### src/rtl/rde_pkg.sv
// shared constants and helper functions for the radix digit emitter
package rde_pkg;

	localparam int RADIX_W    = 5;
	localparam int DIGIT_W    = 4;
	localparam int CHAR_W     = 7;
	localparam int COUNT_W    = 7;
	localparam int MAX_DIGITS = 64;
	localparam int PTR_W      = 6;

	localparam logic [RADIX_W-1:0] RADIX_MIN     = 5'd2;
	localparam logic [RADIX_W-1:0] RADIX_MAX     = 5'd16;
	localparam logic [DIGIT_W-1:0] DECIMAL_SPLIT = 4'd10;
	localparam logic [CHAR_W-1:0]  CHAR_ZERO     = 7'd48;
	localparam logic [CHAR_W-1:0]  CHAR_UPPER_A  = 7'd65;

	// clamp a radix code to the supported 2..16 range
	function automatic logic [RADIX_W-1:0] sat_radix(input logic [RADIX_W-1:0] r);
		logic [RADIX_W-1:0] res;
		if (r < RADIX_MIN) begin
			res = RADIX_MIN;
		end else if (r > RADIX_MAX) begin
			res = RADIX_MAX;
		end else begin
			res = r;
		end
		return res;
	endfunction

	// map a digit value to its ascii character
	function automatic logic [CHAR_W-1:0] digit_to_ascii(input logic [DIGIT_W-1:0] d);
		logic [CHAR_W-1:0] res;
		if (d < DECIMAL_SPLIT) begin
			res = CHAR_ZERO + CHAR_W'(d);
		end else begin
			res = CHAR_UPPER_A + CHAR_W'(d - DECIMAL_SPLIT);
		end
		return res;
	endfunction

endpackage

### src/rtl/rde_divider.sv
// iterative divider: splits a value by a small radix, eight quotient bits per cycle
module rde_divider
	import rde_pkg::*;
#(
	parameter int VALUE_BITS = 64
) (
	input  logic                  clk,
	input  logic                  arst_n,
	input  logic                  start,
	input  logic [VALUE_BITS-1:0] dividend,
	input  logic [RADIX_W-1:0]    radix,
	output logic                  done,
	output logic [VALUE_BITS-1:0] quotient,
	output logic [DIGIT_W-1:0]    remainder
);

	localparam int CHUNKS = (VALUE_BITS + 7) / 8;
	localparam int PAD_W  = CHUNKS * 8;
	localparam int STEP_W = $clog2(CHUNKS + 1);

	logic [PAD_W-1:0]   dvd_q;
	logic [DIGIT_W-1:0] rem_q;
	logic [RADIX_W-1:0] radix_q;
	logic [STEP_W-1:0]  step_q;
	logic               busy_q;
	logic               done_q;

	logic [7:0]         qbits;
	logic [DIGIT_W-1:0] rem_d;
	logic [7:0]         top_bits;

	assign top_bits = dvd_q[PAD_W-1 -: 8];

	// eight restoring steps on the narrow partial remainder
	always_comb begin
		logic [DIGIT_W:0]   t;
		logic [DIGIT_W-1:0] r;
		r = rem_q;
		qbits = '0;
		for (int i = 7; i >= 0; i--) begin
			t = {r, top_bits[i]};
			if (t >= radix_q) begin
				t = t - radix_q;
				qbits[i] = 1'b1;
			end
			r = t[DIGIT_W-1:0];
		end
		rem_d = r;
	end

	// control: step counter and done pulse
	always_ff @(posedge clk or negedge arst_n) begin
		if (!arst_n) begin
			busy_q <= 1'b0;
			done_q <= 1'b0;
			step_q <= '0;
		end else begin
			done_q <= busy_q && (step_q == STEP_W'(1));
			if (start) begin
				busy_q <= 1'b1;
				step_q <= STEP_W'(CHUNKS);
			end else if (busy_q) begin
				step_q <= step_q - STEP_W'(1);
				if (step_q == STEP_W'(1)) begin
					busy_q <= 1'b0;
				end
			end
		end
	end

	// datapath: dividend shifts out at the top, quotient bits shift in below
	always_ff @(posedge clk) begin
		if (start) begin
			dvd_q   <= PAD_W'(dividend);
			rem_q   <= '0;
			radix_q <= radix;
		end else if (busy_q) begin
			dvd_q <= (dvd_q << 8) | PAD_W'(qbits);
			rem_q <= rem_d;
		end
	end

	assign done      = done_q;
	assign quotient  = dvd_q[VALUE_BITS-1:0];
	assign remainder = rem_q;

endmodule

### src/rtl/rde_digit_stack.sv
// digit store: written least significant first, read back in reverse order
module rde_digit_stack
	import rde_pkg::*;
(
	input  logic               clk,
	input  logic               wr_en,
	input  logic [PTR_W-1:0]   wr_addr,
	input  logic [DIGIT_W-1:0] wr_data,
	input  logic [PTR_W-1:0]   rd_addr,
	output logic [DIGIT_W-1:0] rd_data
);

	logic [DIGIT_W-1:0] mem [MAX_DIGITS];
	logic [DIGIT_W-1:0] rd_data_q;

	// write port
	always_ff @(posedge clk) begin
		if (wr_en) begin
			mem[wr_addr] <= wr_data;
		end
	end

	// registered read port
	always_ff @(posedge clk) begin
		rd_data_q <= mem[rd_addr];
	end

	assign rd_data = rd_data_q;

endmodule

### src/rtl/radix_digit_emitter_top.sv
// radix digit emitter: converts one value to ascii digits, most significant first
// each digit comes from the shared divider as a remainder; once all digits are stored,
// each is read back from the digit store, most significant first
// one item at a time: item_stall stays high until the last digit is loaded into the output register
// reset clears the sequencer and output valid; payload registers are not reset
module radix_digit_emitter_top
	import rde_pkg::*;
#(
	parameter int VALUE_BITS = 64
) (
	input  logic               clk,
	input  logic               arst_n,
	input  logic               item_valid,
	output logic               item_stall,
	input  logic [63:0]        value,
	input  logic [RADIX_W-1:0] radix,
	output logic               digit_valid,
	input  logic               digit_stall,
	output logic [CHAR_W-1:0]  digit_char,
	output logic               is_last,
	output logic [COUNT_W-1:0] digit_count
);

	typedef enum logic [3:0] {
		ST_IDLE = 4'b0001,
		ST_DIV  = 4'b0010,
		ST_RD   = 4'b0100,
		ST_OUT  = 4'b1000
	} state_t;

	state_t              state_q;
	logic [RADIX_W-1:0]  radix_q;
	logic [COUNT_W-1:0]  count_q;
	logic [PTR_W-1:0]    ptr_q;
	logic                out_valid_q;
	logic [CHAR_W-1:0]   out_char_q;
	logic                out_last_q;
	logic [COUNT_W-1:0]  out_count_q;

	logic                  accept;
	logic                  div_start;
	logic                  div_done;
	logic [VALUE_BITS-1:0] div_dividend;
	logic [RADIX_W-1:0]    div_radix;
	logic [VALUE_BITS-1:0] div_quot;
	logic [DIGIT_W-1:0]    div_rem;
	logic [COUNT_W-1:0]    count_next;
	logic                  conv_end;
	logic                  out_free;
	logic [DIGIT_W-1:0]    rd_digit;

	assign item_stall = (state_q != ST_IDLE);
	assign accept     = item_valid && (state_q == ST_IDLE);

	// divider operands: fresh word on accept, otherwise the last quotient
	assign count_next   = count_q + COUNT_W'(1);
	assign conv_end     = (div_quot == '0) || (count_next == COUNT_W'(MAX_DIGITS));
	assign div_start    = accept || ((state_q == ST_DIV) && div_done && !conv_end);
	assign div_dividend = (state_q == ST_IDLE) ? value[VALUE_BITS-1:0] : div_quot;
	assign div_radix    = (state_q == ST_IDLE) ? sat_radix(radix) : radix_q;

	rde_divider #(
		.VALUE_BITS(VALUE_BITS)
	) u_div (
		.clk      (clk),
		.arst_n   (arst_n),
		.start    (div_start),
		.dividend (div_dividend),
		.radix    (div_radix),
		.done     (div_done),
		.quotient (div_quot),
		.remainder(div_rem)
	);

	rde_digit_stack u_stack (
		.clk    (clk),
		.wr_en  ((state_q == ST_DIV) && div_done),
		.wr_addr(count_q[PTR_W-1:0]),
		.wr_data(div_rem),
		.rd_addr(ptr_q),
		.rd_data(rd_digit)
	);

	assign out_free = !out_valid_q || !digit_stall;

	// sequencer
	always_ff @(posedge clk or negedge arst_n) begin
		if (!arst_n) begin
			state_q <= ST_IDLE;
			count_q <= '0;
			ptr_q   <= '0;
			radix_q <= '0;
		end else begin
			unique case (state_q)
				ST_IDLE: begin
					if (accept) begin
						radix_q <= sat_radix(radix);
						count_q <= '0;
						state_q <= ST_DIV;
					end
				end
				ST_DIV: begin
					if (div_done) begin
						count_q <= count_next;
						if (conv_end) begin
							ptr_q   <= count_q[PTR_W-1:0];
							state_q <= ST_RD;
						end
					end
				end
				ST_RD: begin
					state_q <= ST_OUT;
				end
				ST_OUT: begin
					if (out_free) begin
						if (ptr_q == '0) begin
							state_q <= ST_IDLE;
						end else begin
							ptr_q   <= ptr_q - PTR_W'(1);
							state_q <= ST_RD;
						end
					end
				end
				default: begin
					state_q <= ST_IDLE;
				end
			endcase
		end
	end

	// output word register
	always_ff @(posedge clk or negedge arst_n) begin
		if (!arst_n) begin
			out_valid_q <= 1'b0;
		end else if ((state_q == ST_OUT) && out_free) begin
			out_valid_q <= 1'b1;
		end else if (!digit_stall) begin
			out_valid_q <= 1'b0;
		end
	end

	always_ff @(posedge clk) begin
		if ((state_q == ST_OUT) && out_free) begin
			out_char_q  <= digit_to_ascii(rd_digit);
			out_last_q  <= (ptr_q == '0);
			out_count_q <= (ptr_q == '0) ? count_q : '0;
		end
	end

	assign digit_valid = out_valid_q;
	assign digit_char  = out_char_q;
	assign is_last     = out_last_q;
	assign digit_count = out_count_q;

endmodule

### config.mk
export PLATFORM = sky130hd
export DESIGN_NAME = radix_digit_emitter_top
export DESIGN_NICKNAME = d
export VERILOG_FILES = /design/src/rtl/rde_pkg.sv /design/src/rtl/rde_divider.sv /design/src/rtl/rde_digit_stack.sv /design/src/rtl/radix_digit_emitter_top.sv
export SDC_FILE = /design/constraint.sdc
export NUM_CORES = 1
export LEC_CHECK = 0
export ABC_AREA = 1
export BUFFER_PORTS_ARGS = -buffer_cell sky130_fd_sc_hd__buf_2
export CAP_MARGIN = 5
export CORE_UTILIZATION = 60
export CTS_CLUSTER_DIAMETER = 100
export DETAILED_ROUTE_END_ITERATION = 10
export PLACE_DENSITY_LB_ADDON = 0.2
export SYNTH_ARGS = -nofsm -noshare
export SYNTH_HDL_FRONTEND = slang
export SYNTH_SLANG_ARGS = --single-unit
### constraint.sdc
create_clock -name clk -period 11.8 [get_ports clk]
set_input_delay 0.59 -clock clk [delete_from_list [all_inputs] [get_ports clk]]
set_output_delay 0.59 -clock clk [all_outputs]
set_load 0.005 [all_outputs]
==> impl_metrics.env <==
export IMPL_outcome="complete, no violations"
export IMPL_gp_congestion=0.880
export IMPL_crit_family="simple AND/OR/NAND/NOR gates"
export IMPL_core_um2=29000
export IMPL_grt_overflow_total=0
export IMPL_synthDominantAreaCellType="edfxtp_1"
export IMPL_synthTopCellsByCount="nand2_1 (420), edfxtp_1 (340), nor2_1 (303)"
export IMPL_wl_per_cell_um=18.6
export IMPL_maxSlewViolCount=0
export IMPL_vias=13109
export IMPL_dieArea_um2=30500
export IMPL_whs_ns=0.0897
export IMPL_cts_tree="yes"
export IMPL_cp_slowest_cell="ha_1"
export IMPL_finClkSkew_ns=0.0177
export IMPL_grt_util_all_layers_pct=28.2
export IMPL_synth_most_common_cell="nand2_1"
export IMPL_synth_warnings=0
export IMPL_drive_gt1_share_pct=11.1
export IMPL_fillerInstances=2144
export IMPL_synth_compound_area_share_pct=8.82
export IMPL_ys_top_cells_by_area="edfxtp_1 (57%), nand2_1 (8.8%), nor2_1 (6.3%)"
export IMPL_cpPeakStageDelay_ns=0.42
export IMPL_synth_fa_ha_area_share_pct=4.32
export IMPL_synthMuxAreaShare_pct=0
export IMPL_cts_reportedPaths_clkPinSlew_ns=0.06
export IMPL_r2r_cells=62
export IMPL_cp_common_cell="nand2_1"
export IMPL_setup_viol=0
export IMPL_grt_pass1_vias=12797
export IMPL_drc=0
export IMPL_fin_ws_ns=1.25
export IMPL_cts_sink_count=377
export IMPL_fin_crit_ns=10.55
export IMPL_synthArstFlopShare_pct=7.69
export IMPL_numCtsBuffers=39
export IMPL_pin_count=90
export IMPL_final_hold_viol_count=0
export IMPL_synth_ff_type="edfxtp_1"
export IMPL_seq_area_frac_synth_pct=62.0
export IMPL_final_nets=1988
export IMPL_die_h_um=175
export IMPL_grt_max_degree=84
export IMPL_placed_cells=2195
export IMPL_start_kind="register"
export IMPL_fmaxAchievable_mhz=94.8
export IMPL_crit_type="register to register"
export IMPL_cts_max_level=2
export IMPL_tightest_slew_ns=1.04
export IMPL_cp_depth=62
export IMPL_cts_root_buf="clkbuf_16"
export IMPL_maxCapViolCount=0
export IMPL_cp_max_fo=8
export IMPL_synth_seq_cells=377
export IMPL_yosysTopAreaCellShare_pct=57.0
export IMPL_firstDrtPassIters=5
export IMPL_wl_um=42300
export IMPL_avgSynthCellArea_um2=10.0
export IMPL_syn_area_um2=17900
export IMPL_final_cell_count_no_fill=2272
export IMPL_viasPerCell=5.77
export IMPL_rows=62
export IMPL_yosys_area_share_simple_pct=19.6
export IMPL_required_ns=12.22
export IMPL_tns_ns=0
export IMPL_insertion_delay_ns=0.54
export IMPL_synth_xor_area_share_pct=0.929
export IMPL_area_growth_pct=11.3
export IMPL_endpoint_kind="register"
export IMPL_synth_distinct_cells=48
export IMPL_initial_core_util_pct=61.7
export IMPL_rsz0062_at_grt="false"
export IMPL_drt_iter0_drc=1318
export IMPL_drtAntennaViolNets=0
export IMPL_synth_nets=1914
export IMPL_die_x_um=175
export IMPL_period_share_pct=89.4
export IMPL_min_path_type="primary input to asynchronous set/reset pin"
export IMPL_antenna_found_initial=0
export IMPL_synth_edf_count=340
export IMPL_syn_inst=1784
export IMPL_crit_arrival_ns=10.97
export IMPL_grt_first_pass_wirelength_um=67100
export IMPL_relSlewSlack_pct=30.5
export IMPL_cts_buffer_depth=3
export IMPL_numPortBuffers=89
export IMPL_cts_hold_buf=0
export IMPL_dp_hpwl_um=26900
export IMPL_place_ws_ns=0.981
export IMPL_synth_top_family_by_area="simple AND/OR/NAND/NOR gates"
export IMPL_cp_num_buf_inv=12
export IMPL_diodes=0
==> cells in the final DEF, fill, tap and decap left out, types with 4 or more instances in the layout <==
cell	instances
a21oi_1	33
and2_1	6
buf_2	89
buf_4	17
clkbuf_1	9
clkbuf_16	41
clkinv_1	5
clkinv_2	9
clkinvlp_4	5
dfrtp_1	26
dfxtp_1	4
dfxtp_2	4
edfxtp_1	340
fa_1	8
ha_1	49
inv_1	108
inv_2	6
nand2_1	420
nand3_1	70
nand3_2	4
nand3b_1	4
nand4_1	15
nor2_1	301
nor2_4	4
nor3_1	6
o211ai_1	21
o21ai_0	171
o21ai_1	4
o221ai_1	5
o22ai_1	41
or2_2	12
xnor2_1	9
xor2_1	10
==> path summary, 6_finish.rpt <==
check | from | endpoint | slack (ns)
max in group asynchronous | arst_n | ptr_q[0]$_DFFE_PN0P_ | 11.20
min in group clk | item_valid | state_q[0]$_DFFE_PN1P_ | 0.23
hold / removal | arst_n | ptr_q[2]$_DFFE_PN0P_ | 0.09
setup / recovery | u_div.radix_q[3]$_DFFE_PN_ | u_div.remainder[1]$_SDFFE_PN0P_ | 1.25
hold reg to reg | digit_valid$_DFFE_PN0P_ | digit_valid$_DFFE_PN0P_ | 0.50
setup reg to reg | u_div.radix_q[3]$_DFFE_PN_ | u_div.remainder[1]$_SDFFE_PN0P_ | 1.25
==> per-stage QoR <==
step	utilization [%]	area, um2
3_3_place_gp	64.1	18600
5_1_grt	68.7	19900
3_5_place_dp	64.1	18600
4_1_cts	68.5	19900
2_1_floorplan	-	17900
6_report	68.7	19900
==> final cells by class <==
| cell class | count | area [um2] | share of cell area (%) |
|---|---|---|---|
| inverters | 119 | 459 | 2.30 |
| flip-flops and latches | 377 | 11100 | 55.7 |
| repair buffers | 106 | 573 | 2.88 |
| clock inverters | 19 | 191 | 0.960 |
| multi-input cells | 1215 | 6030 | 30.3 |
| well taps | 384 | 480 | 2.41 |
| clock buffers | 52 | 1090 | 5.46 |
==> per-layer routing <==
layer	track usage [%]	vias to the layer above	wire length, um
met5	0	-	0
met4	10.8	0	1500
met3	3.94	108	2820
met2	49.2	543	21500
met1	35.6	6212	16500
li1	-	6246	-
==> state kept, by name (all words and copies together), names as in the netlist <==
name and cells:
u_div.step_q 4, u_div.radix_q 5, is_last 1, digit_valid 1
radix_q 5, digit_count 7, u_div.busy_q 1, u_stack.rd_data 4
u_div.quotient 64, count_q 7, ptr_q 6, u_stack.mem 256
digit_char 7, u_div.remainder 4, u_div.done 1, state_q 4
==> cells by family (layout without fill, tap and decap cells) <==
kind of cell | after synthesis | after routing
flops | 377 | 377
fa+ha+maj | 57 | 57
xor+xnor | 19 | 19
simple gates | 853 | 853
compound gates | 286 | 286
buf+inv | 192 | 296
==> what timing repair did <==
item,CTS,global route
setup buffers,0,5
gates resized for setup,0,6
endpoints found under the setup margin,0,5
Power is not shown: default switching activity piles up to over one toggle a cycle in this logic, so the estimate is an artifact.
